--- config.mk ---
export PLATFORM = sky130hd
export DESIGN_NAME = packet_header_parse_and_verify_top
export DESIGN_NICKNAME = d
export VERILOG_FILES = /design/src/hw/rtl/phv_pkg.sv /design/src/hw/rtl/phv_in_stage.sv /design/src/hw/rtl/phv_core.sv /design/src/hw/rtl/packet_header_parse_and_verify_top.sv
export VERILOG_INCLUDE_DIRS = /design/src /design/src/hw/rtl
export SDC_FILE = /design/constraint.sdc
export NUM_CORES = 1
export LEC_CHECK = 0
export ABC_CLOCK_PERIOD_IN_PS = 9050
export BUFFER_PORTS_ARGS = -buffer_cell sky130_fd_sc_hd__buf_2
export CAP_MARGIN = 0
export CORE_UTILIZATION = 55
export CTS_CLUSTER_DIAMETER = 30
export CTS_CLUSTER_SIZE = 25
export DETAILED_ROUTE_END_ITERATION = 10
export GPL_TIMING_DRIVEN = 0
export PLACE_DENSITY = 0.74
export SYNTH_ARGS = -nofsm -noshare
export SYNTH_HDL_FRONTEND = slang
export SYNTH_SLANG_ARGS = --single-unit
--- constraint.sdc ---
create_clock -name clk -period 9.05 [get_ports clk]
set_input_delay 0 -clock clk [delete_from_list [all_inputs] [get_ports clk]]
set_output_delay 0 -clock clk [all_outputs]
set_load 0.01 [all_outputs]
--- src/hw/rtl/packet_header_parse_and_verify_top_assert.svh ---
// ----------------------------------------------------------------------------
// Assertion macros for the packet header parse and verify block
// Clocked property checks; they compile to nothing in synthesis builds.
// ----------------------------------------------------------------------------
`ifndef PACKET_HEADER_PARSE_AND_VERIFY_TOP_ASSERT_SVH
`define PACKET_HEADER_PARSE_AND_VERIFY_TOP_ASSERT_SVH

`ifndef SYNTHESIS
// check disabled while reset is asserted
`define PHV_ASSERT(lbl, clk, rstn, prop, msg) \
  lbl: assert property (@(posedge clk) disable iff (!rstn) prop) else $error(msg);
// check that also holds through reset
`define PHV_ASSERT_ALWAYS(lbl, clk, prop, msg) \
  lbl: assert property (@(posedge clk) prop) else $error(msg);
`else
`define PHV_ASSERT(lbl, clk, rstn, prop, msg)
`define PHV_ASSERT_ALWAYS(lbl, clk, prop, msg)
`endif

`endif

--- src/hw/rtl/phv_pkg.sv ---
// ----------------------------------------------------------------------------
// phv_pkg
// Shared types, constants and the end-around-carry add for the header parser.
// ----------------------------------------------------------------------------
`timescale 1ns / 1ps
`default_nettype none

package phv_pkg;

  // header byte positions (big-endian fields)
  localparam logic [15:0] SEQ_END    = 16'd4;
  localparam logic [15:0] ACK_END    = 16'd8;
  localparam logic [15:0] CSUM_HI    = 16'd8;
  localparam logic [15:0] CSUM_LO    = 16'd9;
  localparam logic [15:0] CSUM_END   = 16'd10;
  localparam logic [15:0] LEN_END    = 16'd12;
  localparam logic [15:0] HDR_BYTES  = 16'd14;
  localparam logic [15:0] IDX_MAX    = 16'hFFFF;

  typedef enum logic [2:0] {
    ST_OK        = 3'd0,
    ST_UNDER_HDR = 3'd1,
    ST_TRUNC     = 3'd2,
    ST_LEN_SHORT = 3'd3,
    ST_CSUM_BAD  = 3'd4
  } status_t;

  typedef struct packed {
    logic [7:0] byte_in;
    logic       last_byte;
  } item_t;

  typedef struct packed {
    logic [7:0]  payload_byte;
    logic        payload_valid;
    logic        packet_done;
    status_t     status;
    logic [31:0] sequence_number;
    logic [31:0] ack_number;
    logic [7:0]  packet_type;
    logic [7:0]  window_size;
    logic [15:0] payload_length;
  } rslt_t;

  // ones' complement add with end-around carry
  function automatic logic [15:0] add_carry(input logic [15:0] a, input logic [15:0] b);
    logic [16:0] s;
    s = {1'b0, a} + {1'b0, b};
    return s[15:0] + {15'd0, s[16]};
  endfunction

endpackage

`default_nettype wire

--- src/hw/rtl/phv_in_stage.sv ---
// ----------------------------------------------------------------------------
// phv_in_stage
// Input register: one item per cycle unless stalled, held until the core takes it.
// ----------------------------------------------------------------------------
`timescale 1ns / 1ps
`default_nettype none
`include "packet_header_parse_and_verify_top_assert.svh"

module phv_in_stage (
  input  wire logic          clk,
  input  wire logic          rst_n,
  input  wire logic          in_valid,
  output logic               in_stall,
  input  wire phv_pkg::item_t in_item,
  output logic               item_valid,
  output phv_pkg::item_t     item,
  input  wire logic          take
);

  logic           vld_r, vld_nxt;
  phv_pkg::item_t item_r;
  logic           load;

  // stall only while a held item cannot move on this cycle
  assign in_stall = vld_r && !take;
  assign load     = in_valid && !in_stall;

  always_comb begin
    vld_nxt = vld_r;
    if (load) begin
      vld_nxt = 1'b1;
    end else if (take) begin
      vld_nxt = 1'b0;
    end
  end

  always_ff @(posedge clk) begin
    if (!rst_n) begin
      vld_r <= 1'b0;
    end else begin
      vld_r <= vld_nxt;
    end
  end

  always_ff @(posedge clk) begin
    if (load) begin
      item_r <= in_item;
    end
  end

  assign item_valid = vld_r;
  assign item       = item_r;

  `PHV_ASSERT_ALWAYS(a_stall_needs_item, clk, in_stall |-> vld_r, "stall without held item")
  `PHV_ASSERT(a_take_needs_item, clk, rst_n, take |-> vld_r, "core took an empty stage")
  `PHV_ASSERT(a_held_item_kept, clk, rst_n, (vld_r && !take) |=> (vld_r && $stable(item_r)), "held item lost")

endmodule

`default_nettype wire

--- src/hw/rtl/phv_core.sv ---
// ----------------------------------------------------------------------------
// phv_core
// Header decode, checksum accumulation, final status and the result register.
// ----------------------------------------------------------------------------
`timescale 1ns / 1ps
`default_nettype none
`include "packet_header_parse_and_verify_top_assert.svh"

module phv_core (
  input  wire logic           clk,
  input  wire logic           rst_n,
  input  wire logic           item_valid,
  input  wire phv_pkg::item_t item,
  output logic                take,
  output logic                out_valid,
  input  wire logic           out_stall,
  output phv_pkg::rslt_t      rslt
);

  logic [15:0] idx_r, idx_nxt;
  logic [15:0] sum_r, sum_nxt;
  logic [7:0]  hi_r, hi_nxt;
  logic [31:0] seq_r, seq_nxt;
  logic [31:0] ack_r, ack_nxt;
  logic [15:0] csum_r, csum_nxt;
  logic [15:0] len_r, len_nxt;
  logic [15:0] tw_r, tw_nxt;
  logic        out_valid_r, out_valid_nxt;
  phv_pkg::rslt_t rslt_r, rslt_nxt;

  logic [15:0] cnt;
  logic [15:0] sum_upd;
  logic [15:0] fin_sum;
  logic [7:0]  b;
  logic        in_sum;

  // advance when the result register is free or being emptied
  assign take = item_valid && (!out_valid_r || !out_stall);

  always_comb begin
    b        = item.byte_in;
    seq_nxt  = seq_r;
    ack_nxt  = ack_r;
    csum_nxt = csum_r;
    len_nxt  = len_r;
    tw_nxt   = tw_r;
    hi_nxt   = hi_r;
    sum_upd  = sum_r;
    fin_sum  = '0;
    rslt_nxt = '0;

    if (idx_r < phv_pkg::SEQ_END) begin
      seq_nxt = {seq_r[23:0], b};
    end else if (idx_r < phv_pkg::ACK_END) begin
      ack_nxt = {ack_r[23:0], b};
    end else if (idx_r < phv_pkg::CSUM_END) begin
      csum_nxt = {csum_r[7:0], b};
    end else if (idx_r < phv_pkg::LEN_END) begin
      len_nxt = {len_r[7:0], b};
    end else if (idx_r < phv_pkg::HDR_BYTES) begin
      tw_nxt = {tw_r[7:0], b};
    end

    // checksum bytes count as zero
    in_sum = (idx_r < phv_pkg::LEN_END) || (idx_r < len_r);
    if (in_sum && idx_r != phv_pkg::CSUM_HI && idx_r != phv_pkg::CSUM_LO) begin
      if (!idx_r[0]) begin
        hi_nxt = b;
      end else begin
        sum_upd = phv_pkg::add_carry(sum_r, {hi_r, b});
      end
    end

    cnt = (idx_r != phv_pkg::IDX_MAX) ? idx_r + 16'd1 : idx_r;

    rslt_nxt.payload_byte  = b;
    rslt_nxt.payload_valid = (idx_r >= phv_pkg::HDR_BYTES) && (idx_r < len_r);

    idx_nxt = cnt;
    sum_nxt = sum_upd;

    if (item.last_byte) begin
      rslt_nxt.packet_done = 1'b1;
      // odd length: trailing byte is the high half of a zero-padded word
      fin_sum = len_nxt[0] ? phv_pkg::add_carry(sum_upd, {hi_nxt, 8'd0}) : sum_upd;
      if (cnt < phv_pkg::HDR_BYTES) begin
        rslt_nxt.status = phv_pkg::ST_UNDER_HDR;
      end else begin
        if (len_nxt < phv_pkg::HDR_BYTES) begin
          rslt_nxt.status = phv_pkg::ST_LEN_SHORT;
        end else if (cnt < len_nxt) begin
          rslt_nxt.status = phv_pkg::ST_TRUNC;
        end else if (~fin_sum != csum_nxt) begin
          rslt_nxt.status = phv_pkg::ST_CSUM_BAD;
        end else begin
          rslt_nxt.status = phv_pkg::ST_OK;
        end
        rslt_nxt.sequence_number = seq_nxt;
        rslt_nxt.ack_number      = ack_nxt;
        rslt_nxt.packet_type     = tw_nxt[15:8];
        rslt_nxt.window_size     = tw_nxt[7:0];
      end
      if (rslt_nxt.status == phv_pkg::ST_OK) begin
        rslt_nxt.payload_length = len_nxt - phv_pkg::HDR_BYTES;
      end
      idx_nxt = '0;
      sum_nxt = '0;
    end
  end

  always_comb begin
    out_valid_nxt = out_valid_r && out_stall;
    if (take) begin
      out_valid_nxt = 1'b1;
    end
  end

  always_ff @(posedge clk) begin
    if (!rst_n) begin
      idx_r       <= '0;
      sum_r       <= '0;
      hi_r        <= '0;
      seq_r       <= '0;
      ack_r       <= '0;
      csum_r      <= '0;
      len_r       <= '0;
      tw_r        <= '0;
      out_valid_r <= 1'b0;
    end else begin
      out_valid_r <= out_valid_nxt;
      if (take) begin
        idx_r  <= idx_nxt;
        sum_r  <= sum_nxt;
        hi_r   <= hi_nxt;
        seq_r  <= seq_nxt;
        ack_r  <= ack_nxt;
        csum_r <= csum_nxt;
        len_r  <= len_nxt;
        tw_r   <= tw_nxt;
      end
    end
  end

  always_ff @(posedge clk) begin
    if (take) begin
      rslt_r <= rslt_nxt;
    end
  end

  assign out_valid = out_valid_r;
  assign rslt      = rslt_r;

  `PHV_ASSERT(a_clear_after_last, clk, rst_n, (take && item.last_byte) |=> (idx_r == 16'd0 && sum_r == 16'd0), "count or sum not cleared after last item")
  `PHV_ASSERT(a_mid_fields_zero, clk, rst_n, (out_valid_r && !rslt_r.packet_done) |-> (rslt_r.status == phv_pkg::ST_OK && rslt_r.payload_length == 16'd0 && rslt_r.sequence_number == 32'd0), "status fields set before last item")
  `PHV_ASSERT(a_ok_length, clk, rst_n, (out_valid_r && rslt_r.packet_done && rslt_r.status == phv_pkg::ST_OK) |-> (rslt_r.payload_length == len_r - phv_pkg::HDR_BYTES), "payload length mismatch")
  `PHV_ASSERT(a_bad_no_length, clk, rst_n, (out_valid_r && rslt_r.status != phv_pkg::ST_OK) |-> (rslt_r.payload_length == 16'd0), "length reported on failed packet")

endmodule

`default_nettype wire

--- src/hw/rtl/packet_header_parse_and_verify_top.sv ---
// ----------------------------------------------------------------------------
// packet_header_parse_and_verify_top
// Streaming datagram header decode and internet-checksum verification.
// ----------------------------------------------------------------------------
// Bytes of one datagram enter in wire order, one item per cycle while in_stall
// is low, with in_last_byte marking the final byte. Every input item produces
// exactly one result item through the input register, then the result register,
// and a new item can be accepted every clock while out_stall is low, so the
// sustained rate is one byte per cycle; the path that sets this is the 16-bit
// end-around-carry add plus the final compare in the core. Bytes from index 14
// below the length field come out with out_payload_valid set as they pass; the
// consumer must drop them unless the result carrying out_packet_done reports
// status ok. On that final result the decoded sequence, ack, type and window
// fields, and for status ok the payload length, are shown; when fewer than 14
// bytes arrived they read zero. Status order of precedence: under header, length
// field below 14, truncated, checksum bad. The byte count saturates at 65535.
// ----------------------------------------------------------------------------
`timescale 1ns / 1ps
`default_nettype none

module packet_header_parse_and_verify_top (
  input  wire logic        clk,
  input  wire logic        rst_n,
  // input channel
  input  wire logic        in_valid,
  output logic             in_stall,
  input  wire logic [7:0]  in_byte_in,
  input  wire logic        in_last_byte,
  // result channel
  output logic             out_valid,
  input  wire logic        out_stall,
  output logic [7:0]       out_payload_byte,
  output logic             out_payload_valid,
  output logic             out_packet_done,
  output logic [2:0]       out_status,
  output logic [31:0]      out_sequence_number,
  output logic [31:0]      out_ack_number,
  output logic [7:0]       out_packet_type,
  output logic [7:0]       out_window_size,
  output logic [15:0]      out_payload_length
);

  phv_pkg::item_t in_item;
  phv_pkg::item_t item;
  phv_pkg::rslt_t rslt;
  logic           item_valid;
  logic           take;

  assign in_item.byte_in   = in_byte_in;
  assign in_item.last_byte = in_last_byte;

  // input register; stalls upstream only when its held item cannot advance
  phv_in_stage u_in_stage (
    .clk        (clk),
    .rst_n      (rst_n),
    .in_valid   (in_valid),
    .in_stall   (in_stall),
    .in_item    (in_item),
    .item_valid (item_valid),
    .item       (item),
    .take       (take)
  );

  // decode, checksum and status; owns the result register
  phv_core u_core (
    .clk        (clk),
    .rst_n      (rst_n),
    .item_valid (item_valid),
    .item       (item),
    .take       (take),
    .out_valid  (out_valid),
    .out_stall  (out_stall),
    .rslt       (rslt)
  );

  assign out_payload_byte    = rslt.payload_byte;
  assign out_payload_valid   = rslt.payload_valid;
  assign out_packet_done     = rslt.packet_done;
  assign out_status          = rslt.status;
  assign out_sequence_number = rslt.sequence_number;
  assign out_ack_number      = rslt.ack_number;
  assign out_packet_type     = rslt.packet_type;
  assign out_window_size     = rslt.window_size;
  assign out_payload_length  = rslt.payload_length;

endmodule

`default_nettype wire
## Yosys cells after proc, flatten, opt, wreduce, memory -nomap -nowiden

Index checks and enable logic that the tools add are counted.

- Flip-flop bits (word level): 272
- Input port bits: 13
- Output and inout bits: 111
- Word-level logic and storage cells: 94

- Add/sub/neg operators: 6
- $lt $le $gt $ge: 10
- Equal/unequal tests: 4
- Mux-type cells: 34
- Bitwise gates (word level): 2
- Reductions and logical operators: 17

Operators by type and width:

| operator | count |
|---|---|
| $mux W16 | 19 |
| $mux W100 | 1 |
| $lt A16 B4 Y1 const B | 6 |
| $mux W32 | 3 |
| $mux W80 | 1 |
| $add A16 B16 Y17 | 2 |
| $add A16 B1 Y16 | 2 |
| $lt A16 B16 Y1 | 2 |
| $ne A16 B4 Y1 const B | 2 |
| $add A16 B1 Y16 const B | 1 |
| $ge A16 B4 Y1 const B | 1 |
| $lt A16 B3 Y1 const B | 1 |
| $mux W8 | 2 |
| $ne A16 B16 Y1 | 1 |
| $ne A16 B16 Y1 const B | 1 |
| $not A16 Y16 | 1 |
| $sub A16 B4 Y16 const B | 1 |
| $mux W3 | 5 |
| $logic_and A1 B1 Y1 | 7 |
| $logic_not A1 Y1 | 4 |
| $logic_not A3 Y1 | 1 |
| $mux W1 | 3 |
| $logic_or A1 B1 Y1 | 2 |
| $reduce_and A2 Y1 | 1 |
| 3 further kinds | 3 |

## Longest topological paths before layout

Gate-level depths: netlist of the first run.

- Depth in word-level cells: 18
- Gate-level depth with buffers: 37
- Gate-level depth less buffers: 35

## Hierarchy

A second synthesis of the first run with hierarchy kept.

- Cell total of the unflattened synthesis: 1713
- Area total of the unflattened synthesis: 15229.6 sq um

Modules (own cells, without submodules):

| module | times used | cells an instance | area an instance (sq um) | seq. area each (sq um) |
|---|---|---|---|---|
| phv_core | 1 | 1700 | 14911.8 | 6336.1 |
| phv_in_stage | 1 | 13 | 317.8 | 290.3 |

## Least setup slack after synthesis of the first run

Ideal clock, no wire load.

- Path type: flip-flop to flip-flop
- From: register u_in_stage.item_r, in the netlist u_in_stage.item[2]
- To: register u_core.rslt_r, in the netlist u_core.rslt[10] (data pin)
- Library setup time: 0.150 ns
- Data arrival time: 7.308 ns
- Required time: 8.900 ns
- Setup slack: 1.592 ns
- Cell stages (with the launch flop): 36
- Path buffers: 3
- Period minus slack after synthesis: 7.458 ns
- Cells stage by stage: edfxtp_1 -> clkbuf_1 -> inv_1 -> fa_1 -> nand2b_1 -> a21oi_1 -> o21ai_1 -> a21oi_1 -> a21oi_1 -> o21bai_1 -> ha_1 -> nor2b_1 -> o2111ai_1 -> a21oi_1 -> nand3_1 -> nor3_1 -> xnor2_1 -> o21ai_0 -> fa_1 -> a21o_1 -> a21oi_1 -> o21bai_1 -> a21oi_1 -> nor2b_1 -> o21ai_0 -> nand2b_1 -> ha_1 -> ha_1 -> xor2_1 -> nor3_1 -> o22ai_1 -> or4_1 -> or4_1 -> buf_2 -> buf_6 -> nor3_2

- Word-level cells in the longest chain between the ends: 16
- Elaborated cells on any way between the ends: 28
- Classes of those cells: add/sub (5); order compare (2); eq/ne (1); mux (17); bitwise (1); reduce/logical (2)

RTL lines:

| what | line | text |
|---|---|---|
| from (decl) | phv_in_stage.sv:21 | `phv_pkg::item_t item_r;` |
| from (signal assigned) | phv_in_stage.sv:47 | `item_r <= in_item;` |
| $add A16 B16 Y17 | phv_pkg.sv:48 | `s = {1'b0, a} + {1'b0, b};` |
| $add A16 B1 Y16 | phv_pkg.sv:49 | `return s[15:0] + {15'd0, s[16]};` |
| $mux W16 | phv_core.sv:67 | `if (!idx_r[0]) begin` |
| $mux W16 | phv_core.sv:66 | `if (in_sum && idx_r != phv_pkg::CSUM_HI && idx_r != phv_pkg::CSUM_LO) begin` |
| $add A16 B16 Y17 | phv_pkg.sv:48 |  |
| $add A16 B1 Y16 | phv_pkg.sv:49 |  |
| $mux W16 | phv_core.sv:85 | `fin_sum = len_nxt[0] ? phv_pkg::add_carry(sum_upd, {hi_nxt, 8'd0}) : sum_upd;` |
| $not A16 Y16 | phv_core.sv:93 | `end else if (~fin_sum != csum_nxt) begin` |
| $ne A16 B16 Y1 | phv_core.sv:93 |  |
| $mux W3 | phv_core.sv:93 |  |
| $mux W3 | phv_core.sv:91 | `end else if (cnt < len_nxt) begin` |
| $mux W3 | phv_core.sv:89 | `if (len_nxt < phv_pkg::HDR_BYTES) begin` |
| $mux W3 | phv_core.sv:86 | `if (cnt < phv_pkg::HDR_BYTES) begin` |
| $mux W3 | phv_core.sv:82 | `if (item.last_byte) begin` |
| $logic_not A3 Y1 | phv_core.sv:103 | `if (rslt_nxt.status == phv_pkg::ST_OK) begin` |
| $reduce_and A2 Y1 (no source line) | - |  |
| to (signal assigned) | phv_core.sv:146 | `rslt_r <= rslt_nxt;` |
| to (decl) | phv_core.sv:29 | `phv_pkg::rslt_t rslt_r, rslt_nxt;` |

Several ways; a longest one is shown, not always the timed one. The select of a mux whose other input is x is not followed.
A chain may end at the register's enable or synchronous reset.

## Final worst setup path of the first run

- From: register u_in_stage.item_r, in the netlist u_in_stage.item[2]
- To: register u_core.rslt_r, in the netlist u_core.rslt[9] (data pin)

Same word-level chain as after synthesis.

==> out/metrics.csv, run 1 <==
stage;metric;value;unit
critical_path;cp_common_cell;a21oi_1;
die;rows;61;
cells_and_area;final_cells;2394;
synthesis;synth.largest_area_cell;edfxtp_1;
timing;max_freq;115.4;MHz
drt;drt-total-wl;44220;um
synthesis;yosys-top-cells-count;nand2_1 (415), dfxtp_1 (154), a21oi_1 (135);
synthesis;syn-num-nets;1859;
die;die_w;170.4;um
critical_path;crit_type;flop to flop;
synthesis;yosys-top-cells-area;edfxtp_1 (23%), dfxtp_1 (20%), nand2_1 (10%);
cts;h-tree-depth;2;
pwr;power_frac_seq;38.1;%
synthesis;postSynthCellCount;1781;
drt;vias;14040;
pwr;powerDensity;189.9;nW/um^2
timing;rsz0062_at_grt;false;
cells_and_area;fillCellCount;2276;
critical_path;max_stage_delay;610;ps
place;dp.cells;2282;
grt;overflow;0;
synthesis;avgSynthCellArea;8.760;sq um
critical_path;endpoint_kind;flop;
drt;drc;0;
die;ios;124;
cts;clock_sinks;272;
critical_path;r2r-start;u_in_stage.item[2];
cells_and_area;syn_to_final_growth;19.26;%
timing;fin_crit_sh;95.72;%
drt;wl_per_cell;18.47;um
critical_path;worst_setup_path_start_kind;flop;
synthesis;ys_seq_area_share;42.47;%
cells_and_area;final_layout_size_suffix_gt1_share;14.58;%
critical_path;required;9460;ps
cells_and_area;n_antenna_cell;0;
pwr;ir_drop;0.0001492;V
pwr;power.share.switching;27.75;%
critical_path;slowest_stage;or4_1;
cells_and_area;finalNetCount;2049;
grt;grt_pass1_vias;12850;
timing;hold_ws;155.5;ps
job;drv_cap;0;
critical_path;rr_endpoint;u_core.rslt[9];
grt;grt_util_all_layers;30.31;%
synthesis;syn_area;15600;sq um
pwr;pwr-share-comb;9.1;%
cts;cts_tree;done;
critical_path;regToRegSetupSlack;390;ps
worst_hold_path;hp-class;primary input to flop;
place;dp_hpwl;31990;um
synthesis;yosys.cell_count.top_type;nand2_1;
synthesis;yosysTopAreaCellShare;22.71;%
grt;antenna_found_initial;0;
timing;slew_headroom;4.078;%
cts;clk_pin_slew;60;ps
critical_path;endpoint;u_core.rslt[9];
pwr;p_int;0.002552;W
drt;via_per_inst;5.863;
pwr;p_sw;0.0009805;W
critical_path;cp_max_fo;10;
cts;cts_root_buffer;clkbuf_16;
timing;setup_viol;0;
synthesis;ys_types;80;
die;die_y;170.4;um
cts;insertion_delay;570;ps
timing;slew_viol_final;0;
timing;finalHoldViolCount;0;
status;status;finished, final reports clean;
synthesis;synth_top_flop_cell;dfxtp_1;
synthesis;async_reset_ff_share;0;%
cts;numCtsBuffers;53;
drt;drt_iter0_markers;1369;
grt;grt_max_degree;74;
drt;ant_nets;0;
drt;dr.pass1.iters;5;
cts;clock_path_buffers;3;
pwr;cellLeakagePower;6.684;nW
critical_path;r2r_cells;37;
die;start_util;56.00;%
pwr;clkPwrFrac;52.8;%
timing;tightestPinTransition;1436;ps
die;die-area;29040;sq um
synthesis;ys_warn_count;0;
critical_path;critPathLaunch;u_in_stage.item[2];
timing;period_needed;8663;ps
synthesis;synth_seq_cells;272;
timing;clock_skew;20.39;ps
grt;grt_first_pass_wirelength;68710;um
place;place.gp.congestion;0.9719;
critical_path;crit_arrival;9070;ps
die;coreArea;27860;sq um
place;portBuffers;122;
synthesis;synth-edff-count;118;
[per-stage QoR]
stage / total power [W] / worst slack (ps) / utilization, % / instance area [sq um] / TNS, ps
2_1_floorplan: 0.001579 / 1592 / - / 15600 / 0
3_3_place_gp: 0.001676 / -593.8 / 59.89 / 16680 / -9084
3_5_place_dp: 0.001679 / -650.5 / 60.00 / 16720 / -9778
4_1_cts: 0.003537 / 73.37 / 66.72 / 18590 / 0
5_1_grt: 0.003631 / 3.343 / 66.79 / 18610 / 0
6_report: 0.003533 / 387.0 / 66.79 / 18610 / 0
[how the worst min path moves through the flow]
stage	start	to	slack [ps]	cells after the start
global placement	in_byte_in[0]	u_in_stage.item[1]	180	1
detailed placement	in_byte_in[5]	u_in_stage.item[6]	180	1
finish	in_byte_in[3]	u_in_stage.item[4]	160	2
floorplan	in_last_byte	u_in_stage.item[0]	100	0
global route	in_byte_in[0]	u_in_stage.item[1]	160	2
CTS	in_byte_in[5]	u_in_stage.item[6]	140	2
[power groups by stage]
stage	clock, W	sequential (W)	combinational, W
after floorplan	0	0.00137	0.000204
after global placement	0	0.00137	0.000303
after detailed placement	0	0.00137	0.000310
after CTS	0.00188	0.00134	0.000317
after global routing	0.00193	0.00135	0.000352
final	0.00187	0.00134	0.000323
[layout make-up]
type / instances / area (sq um) / area share [%]
inverters: 46 / 172.7 / 0.9280
plain buffers: 117 / 491.7 / 2.643
clock inverters: 45 / 406.6 / 2.185
repair buffers: 135 / 755.7 / 4.062
multi-input cells: 1346 / 8347 / 44.86
well taps: 378 / 473.0 / 2.542
flip-flops and latches: 272 / 6626 / 35.61
clock buffers: 55 / 1334 / 7.168
[timing repair]
action                                  CTS  global route
endpoints found under the hold margin    11             0
gates cloned                              0             0
setup buffers                             1             0
gates resized for setup                   4             9
endpoints found under the setup margin   17            17
hold buffers                             11             0
[flip-flops by register name, summed over array words and instances, names as in the netlist]
name	cells
u_core.len_r	16
u_in_stage.item_valid	1
u_core.sum_r	16
u_core.idx_r	16
u_core.hi_r	8
u_core.tw_r	16
u_core.ack_r	32
u_core.seq_r	32
u_core.rslt	109
u_in_stage.item	9
u_core.csum_r	16
u_core.out_valid	1
[cells in the final DEF (no fill, tap or decap), types with 51 or more instances in the layout]
cell,n
nand2_1,415
dfxtp_1,154
buf_2,133
a21oi_1,132
edfxtp_1,118
clkbuf_1,97
a21boi_0,94
nor2_1,70
ha_1,62
clkbuf_16,53
xnor2_1,51
[logic make-up after synthesis]
logic type	after synthesis	synth area share (%)
compound gates	416	18.06
mux	48	3.216
fa+ha+maj	65	5.309
xor+xnor	76	4.267
buf+inv	163	4.210
simple gates	741	22.46
flops	272	42.47
[layer usage]
metal / vias to the layer above / global-route usage [%] / share of wire (%)
met3: 76 / 4.907 / 8.4
met5: - / 0 / 0
met2: 635 / 48.49 / 46
met1: 6628 / 41.56 / 43
met4: 0 / 10.22 / 2.5
li1: 6697 / - / -
[worst max-delay path: cells and delay by family, from the launching register on]
kind / cells / cell delay (ps)
fa+ha+maj: 5 / 1660
buf+inv: 4 / 820
simple gates: 12 / 2740
flops: 1 / 400
compound gates: 13 / 2380
xor+xnor: 3 / 480
No activity file was read; power rests on OpenSTA's default activity.
==> inputs of run 2 (changes only) <==
--- a/config.mk
+++ b/config.mk
@@ -6,6 +6,7 @@
 export SDC_FILE = /design/constraint.sdc
 export NUM_CORES = 1
 export LEC_CHECK = 0
+export ABC_AREA = 1
 export ABC_CLOCK_PERIOD_IN_PS = 9050
 export BUFFER_PORTS_ARGS = -buffer_cell sky130_fd_sc_hd__buf_2
 export CAP_MARGIN = 0
==> run 2 against run 1 <==
Maximum frequency grew 14%. Non-clock buffer count shrank 29. Global-route usage grew 0.73 points. Routed wire length grew 0.39%. Sequential cell count is the same. Clock-buffer cell count grew 18. Critical endpoint is now u_core.rslt[15]. Largest cell class unchanged.
==> out/metrics.csv, run 2 <==
stage;metric;value;unit;change
status;status;finished, final reports clean;;
cells_and_area;design_area;18810;sq um;+1.1%
grt;grt_max_degree;49;;-34%
synthesis;yosys.cell_count.top_type;nand2_1;;
synthesis;yosys-top-cells-area;edfxtp_1 (23%), dfxtp_1 (20%), nand2_1 (12%);;
die;rows;60;;-1.6%
timing;tightestPinTransition;773.7;ps;-662.2 ps
critical_path;crit_arrival;8070;ps;-1000 ps
die;die_w;169.3;um;-0.64%
synthesis;async_reset_ff_share;0;%;unchanged
pwr;powerDensity;215.7;nW/um^2;+14%
job;drv_cap;0;;unchanged
grt;grt_first_pass_wirelength;70290;um;+2.3%
timing;max_freq;131.4;MHz;+14%
synthesis;syn-num-nets;2150;;+16%
drt;via_per_inst;5.402;;-7.9%
cells_and_area;largest_reg_flops;109;;unchanged
synthesis;synth_top_flop_cell;dfxtp_1;;
cts;cts_tree;done;;
pwr;ir_drop;0.0001682;V;+13%
cts;h-tree-depth;2;;unchanged
synthesis;yosys-top-cells-count;nand2_1 (493), inv_1 (351), nor2_1 (186);;
cells_and_area;finalNetCount;2348;;+15%
grt;grt_util_all_layers;31.04;%;+0.73 points
die;ios;124;;unchanged
synthesis;synth.largest_area_cell;edfxtp_1;;
timing;rsz0062_at_grt;false;;
cts;clk_pin_slew;50;ps;about the same
critical_path;worst_setup_path_start_kind;flop;;
critical_path;slowest_stage;edfxtp_1;;
cts;insertion_delay;600;ps;+30 ps
critical_path;required;9510;ps;+50 ps
cells_and_area;fillCellCount;2206;;-3.1%
grt;antenna_found_initial;2;;+2
synthesis;ys_seq_area_share;43.03;%;+0.56 points
grt;grt_pass1_vias;13710;;+6.7%
drt;ant_nets;0;;unchanged
pwr;power;0.004058;W;+15%
cts;cts_setup_buffers;0;;-1
timing;slew_viol_final;0;;unchanged
drt;vias;14540;;+3.6%
drt;drt_iter0_markers;1264;;-7.7%
cells_and_area;final_common_cell;nand2_1;;
drt;drc;0;;unchanged
timing;finalHoldViolCount;0;;unchanged
place;place.gp.congestion;0.9400;;-3.3%
synthesis;syn_area;15400;sq um;-1.3%
synthesis;ys_warn_count;0;;unchanged
cells_and_area;final_layout_size_suffix_gt1_share;12.51;%;-2.1 points
drt;dr.pass1.iters;5;;unchanged
synthesis;yosysTopAreaCellShare;23.01;%;+0.30 points
timing;period_needed;7609;ps;-1054 ps
synthesis;ys_types;48;;-40%
drt;wl_per_cell;16.50;um;-11%
cells_and_area;register_area;6626;sq um;unchanged
critical_path;cp_common_cell;nand2_1;;
place;dp_hpwl;32160;um;+0.55%
critical_path;endpoint_kind;flop;;
drt;drt-total-wl;44390;um;+0.39%
timing;slew_headroom;48.42;%;+44 points
critical_path;max_stage_delay;630;ps;+20 ps
cts;clock_path_buffers;3;;unchanged
critical_path;crit_type;flop to flop;;
timing;clock_skew;66.43;ps;+46.04 ps
cells_and_area;multi_input_comb_area;7069;sq um;-15%
critical_path;path_buf_inv;5;;+1
worst_hold_path;hp-class;primary input to flop;;
cts;clock_sinks;272;;unchanged
cells_and_area;n_antenna_cell;0;;unchanged
die;die_y;169.3;um;-0.64%
synthesis;synth_seq_cells;272;;unchanged
cts;numCtsBuffers;59;;+11%
critical_path;critPathTopFamily;simple AND/OR/NAND/NOR gates;;
cts;cts_root_buffer;clkbuf_16;;
synthesis;avgSynthCellArea;7.432;sq um;-15%
cells_and_area;layout_common_cells;nand2_1 (493), inv_1 (351), nor2_1 (186), dfxtp_1 (154), a21oi_1 (150);;
cells_and_area;syn_to_final_growth;22.16;%;
place;dpl_cell_area;16520;sq um;-1.1%
die;die-area;28670;sq um;-1.3%
pwr;cellLeakagePower;8.844;nW;+32%
grt;overflow;0;;unchanged
synthesis;synth-edff-count;118;;unchanged
critical_path;cp_max_fo;10;;unchanged
place;portBuffers;123;;+0.82%
die;start_util;56.67;%;+0.66 points
synthesis;postSynthCellCount;2072;;+16%
die;coreArea;27180;sq um;-2.4%
timing;setup_viol;0;;unchanged
timing;tns;0;ps;unchanged
timing;fin_crit_sh;84.08;%;-12 points
run 2: cell count changes after synthesis, moves of 27 or more:
cell / change
a21boi_0: -92
a22oi_1: -27
clkbuf_1: -37
inv_1: +305
mux2i_1: -27
nand2_1: +78
nand3_1: +50
nor2_1: +116
nor2b_1: -47
o211ai_1: +70
o21ai_0: +105
xnor2_1: -44
run 2: worst reg2reg max path: cells and delay by family (launching register included):
| family | cells | cell delay, ps |
|---|---|---|
| and+or+nand+nor | 26 | 2840 |
| adders and majority gates | 7 | 2010 |
| AOI/OAI and AO/OA | 7 | 1030 |
| buffers and inverters | 5 | 820 |
| DFF | 1 | 630 |
| xor gates and xnor gates | 1 | 130 |
run 2: logic make-up after synthesis:
logic type	share of synthesized area, %
AOI/OAI and AO/OA	14.45
xor gates and xnor gates	2.218
adders and majority gates	5.379
buffers and inverters	11.07
DFF	43.03
muxes	0.4550
and+or+nand+nor	23.40
run 2: layout make-up:
type                       instances  area share (%)
multi-input combinational       1356           37.58
clock inverter                    37           2.793
buffer                            86           1.935
sequential                       272           35.22
clock buffer                      73           8.726
timing repair buffer             137           4.124
tap                              372           2.474
inverter                         358           7.143
run 2: stage by stage:
step / util (%) / cells / hold slack, ps / setup WS, ps
finish: 69.22 / 2691 / 41.87 / 1441
detailed placement: 60.81 / 2569 / 178.1 / 1517
CTS: 69.22 / 2691 / 26.51 / 1454
global route: 69.22 / 2691 / 73.96 / 734.3
global placement: 60.64 / 2567 / 184.1 / 1614
floorplan: - / 2072 / 98.87 / 3214
run 2: path summary, 6_finish.rpt:
path / from / endpoint / cells after the start / slack, ps
worst max-delay path: u_in_stage.item[2] / u_core.rslt[15] / 46 / 1440
worst min register to register: u_in_stage.item_valid / u_core.out_valid / 2 / 470
worst min-delay path: rst_n / u_core.seq_r[11] / 4 / 40
worst max register to register: u_in_stage.item[2] / u_core.rslt[15] / 46 / 1440
run 2: repair_timing:
item,4_1_cts,5_1_grt
gates resized for setup,0,0
endpoints found under the hold margin,11,0
hold buffers,12,0
run 2: where the power goes:
group	switching [W]	leakage [nW]	total [W]	internal (W)
clock network	0.000740	1.04	0.00229	0.00155
logic	0.000259	5.41	0.000382	0.000124
registers	0.0000405	2.40	0.00138	0.00134
run 2: per-layer routing:
layer	vias to the layer above	routed length, um	share of wire, %	track usage (%)
li1	7110	-	-	-
met4	2	1501	3.4	12.42
met3	118	2971	6.7	4.361
met1	6726	18890	43	39.65
met2	582	21020	47	52.93
met5	-	13	0.029	0
==> inputs of run 3 (changes only) <==
--- a/config.mk
+++ b/config.mk
@@ -7,7 +7,7 @@
 export NUM_CORES = 1
 export LEC_CHECK = 0
 export ABC_AREA = 1
-export ABC_CLOCK_PERIOD_IN_PS = 9050
+export ABC_CLOCK_PERIOD_IN_PS = 6400
 export BUFFER_PORTS_ARGS = -buffer_cell sky130_fd_sc_hd__buf_2
 export CAP_MARGIN = 0
 export CORE_UTILIZATION = 55
@@ -15,7 +15,7 @@
 export CTS_CLUSTER_SIZE = 25
 export DETAILED_ROUTE_END_ITERATION = 10
 export GPL_TIMING_DRIVEN = 0
-export PLACE_DENSITY = 0.74
+export PLACE_DENSITY = 0.77
 export SYNTH_ARGS = -nofsm -noshare
 export SYNTH_HDL_FRONTEND = slang
 export SYNTH_SLANG_ARGS = --single-unit
==> constraint.sdc (replaced) <==
create_clock -name clk -period 6.4 [get_ports clk]
set_input_delay 0 -clock clk [delete_from_list [all_inputs] [get_ports clk]]
set_output_delay 0 -clock clk [all_outputs]
set_load 0.01 [all_outputs]
==> run 3 against run 2 <==
The flow now finishes with violations (negative setup slack). Routed wire length increased by 4.4%. Clock-buffer cell count down 7. Sequential cell count did not move. Sequential share of layout area shrank 1.1 points. Utilization rose by 2.3 points. Largest cell class unchanged. Maximum frequency grew 16%.
==> out/metrics.csv, run 3 (same netlist as run 2, synthesis figures left out) <==
stage;metric;value;unit;change
drt;met1_length;18730;um;-0.85%
job;drv_cap;0;;unchanged
place;dp.cells;2568;;-0.039%
cts;clk_pin_slew;50;ps;about the same
place;dp_hpwl;31940;um;-0.70%
timing;tightestPinTransition;917.7;ps;+144.1 ps
critical_path;required;6830;ps;-2680 ps
grt;grt_util_all_layers;32.24;%;+1.2 points
cts;numCtsBuffers;53;;-10%
critical_path;max_stage_delay;570;ps;-60 ps
timing;finalHoldViolCount;0;;unchanged
drt;ant_nets;0;;unchanged
pwr;p_int;0.003982;W;+32%
worst_hold_path;hp-class;primary input to flop;;
die;die_w;169.3;um;unchanged
timing;slew_viol_final;0;;unchanged
die;start_util;56.67;%;unchanged
place;portBuffers;123;;unchanged
die;rows;60;;unchanged
critical_path;slowest_stage;edfxtp_1;;
drt;vias;14910;;+2.5%
timing;clock_skew;28.53;ps;-37.90 ps
status;status;complete, but fails checks;;
pwr;cellLeakagePower;9.068;nW;+2.5%
cells_and_area;final_core_util;71.51;%;+2.3 points
pwr;powerDensity;278.7;nW/um^2;+29%
cells_and_area;syn_to_final_growth;26.20;%;
drt;via_per_inst;5.430;;+0.51%
cells_and_area;layout_common_cells;nand2_1 (484), inv_1 (343), nor2_1 (174), dfxtp_1 (154), a21oi_1 (143);;
worst_hold_path;hp-start;rst_n;;
die;ios;124;;unchanged
timing;period_needed;6548;ps;-1061 ps
cells_and_area;final_cells;2745;;+2.0%
critical_path;regToRegSetupSlack;-150;ps;-1590 ps
pwr;p_sw;0.001435;W;+38%
timing;slew_headroom;38.82;%;-9.6 points
critical_path;r2r_cells;47;;+2.2%
cts;h-tree-depth;2;;unchanged
die;coreArea;27180;sq um;unchanged
grt;antenna_found_initial;0;;-2
cells_and_area;design_area;19430;sq um;+3.3%
critical_path;endpoint_kind;flop;;
die;die-area;28670;sq um;unchanged
drt;met2_length;22030;um;+4.8%
pwr;power_frac_seq;36.0;%;+1.9 points
pwr;ir_drop;0.0002166;V;+29%
cts;cts_root_buffer;clkbuf_16;;
timing;max_freq;152.7;MHz;+16%
critical_path;crit_arrival;6980;ps;-1090 ps
critical_path;critPathLaunch;u_in_stage.item[1];;
critical_path;worst_setup_path_start_kind;flop;;
grt;grt_max_degree;64;;+31%
timing;tns;-2146;ps;-2146 ps
critical_path;cp_max_fo;6;;-4
grt;grt_pass1_vias;14370;;+4.8%
pwr;clkPwrFrac;52.8;%;-3.7 points
cells_and_area;final_layout_size_suffix_gt1_share;17.02;%;+4.5 points
drt;highest-signal-layer;met4;;
drt;drc;0;;unchanged
pwr;pwr-share-comb;11.2;%;+1.8 points
cts;clock_path_buffers;3;;unchanged
cells_and_area;finalNetCount;2406;;+2.5%
critical_path;endpoint;u_core.rslt[6];;
critical_path;r2r-start;u_in_stage.item[1];;
timing;setup_viol;16;;+16
place;dpl_cell_area;16510;sq um;about the same
drt;wl_per_cell;16.88;um;+2.3%
timing;hold_ws;84.40;ps;+42.54 ps
cells_and_area;largest_reg_flops;109;;unchanged
die;die_y;169.3;um;unchanged
status;violations;negative setup slack;;
critical_path;rr_endpoint;u_core.rslt[6];;
grt;grt_first_pass_wirelength;72900;um;+3.7%
cells_and_area;n_antenna_cell;0;;unchanged
timing;setup_slack;-148.0;ps;-1589 ps
critical_path;crit_type;flop to flop;;
drt;drt-total-wl;46340;um;+4.4%
pwr;power.share.switching;26.49;%;+0.88 points
timing;rsz0062_at_grt;true;;
drt;drt_iter0_markers;1399;;+11%
cts;clock_sinks;272;;unchanged
timing;fin_crit_sh;102.3;%;+18 points
drt;wl_met3;3777;um;+27%
critical_path;cp_common_cell;nand2_1;;
drt;dr.pass1.iters;5;;unchanged
grt;overflow;0;;unchanged
cells_and_area;final_common_cell;nand2_1;;
place;place.gp.congestion;0.9427;;+0.29%
cts;insertion_delay;570;ps;-30 ps
cts;cts_tree;done;;
run 3: final cells by class:
type                       instances  area [sq um]
timing repair buffer             201          1313
inverter                         358          1346
tap                              372         465.4
multi-input combinational       1356          7427
buffer                            86         367.9
fill                            2095          7741
clock buffer                      66          1500
sequential                       272          6626
clock inverter                    34         389.1
run 3: worst min-delay path by stage:
stage | end | slack, ps | depth (start not counted)
floorplan | u_in_stage.item[0] | 100 | 0
global placement | u_in_stage.item[8] | 180 | 1
detailed placement | u_in_stage.item[4] | 180 | 1
CTS | u_core.seq_r[1] | 60 | 4
global route | u_core.csum_r[15] | 120 | 4
finish | u_core.seq_r[13] | 80 | 4
run 3: worst max-delay path, delay by kind of cell (launching register included):
kind,cells,cell delay [ps]
fa+ha+maj,7,1630
xor+xnor,1,160
buf+inv,4,380
simple gates,29,2920
compound gates,6,740
flops,1,570
run 3: timing repair:
item                                    CTS  global route
cloned                                    1             0
endpoints found under the hold margin    11             0
pin swaps                                35            40
setup buffers                            63             7
endpoints found under the setup margin   17            18
resized for setup                        71            33
hold buffers                             12             0
run 3: through the flow:
step / setup slack (ps) / power, W
floorplan: 563.6 / 0.002344
global placement: -940.8 / 0.002495
detailed placement: -959.5 / 0.002504
CTS: -206.8 / 0.005382
global route: -515.5 / 0.005582
finish: -148.0 / 0.005417
run 3: power groups by stage:
stage                     logic (W)  registers (W)  clock network [W]
final                      0.000605        0.00195            0.00286
after global routing       0.000668        0.00196            0.00296
after CTS                  0.000576        0.00195            0.00286
after detailed placement   0.000521        0.00198                  0
after global placement     0.000506        0.00199                  0
after floorplan            0.000360        0.00198                  0
run 3: routing by layer:
layer / global-route usage [%] / up-vias
met4: 13.71 / 0
met2: 55.22 / 678
met3: 5.900 / 150
met5: 0 / -
met1: 39.79 / 6844
li1: - / 7233
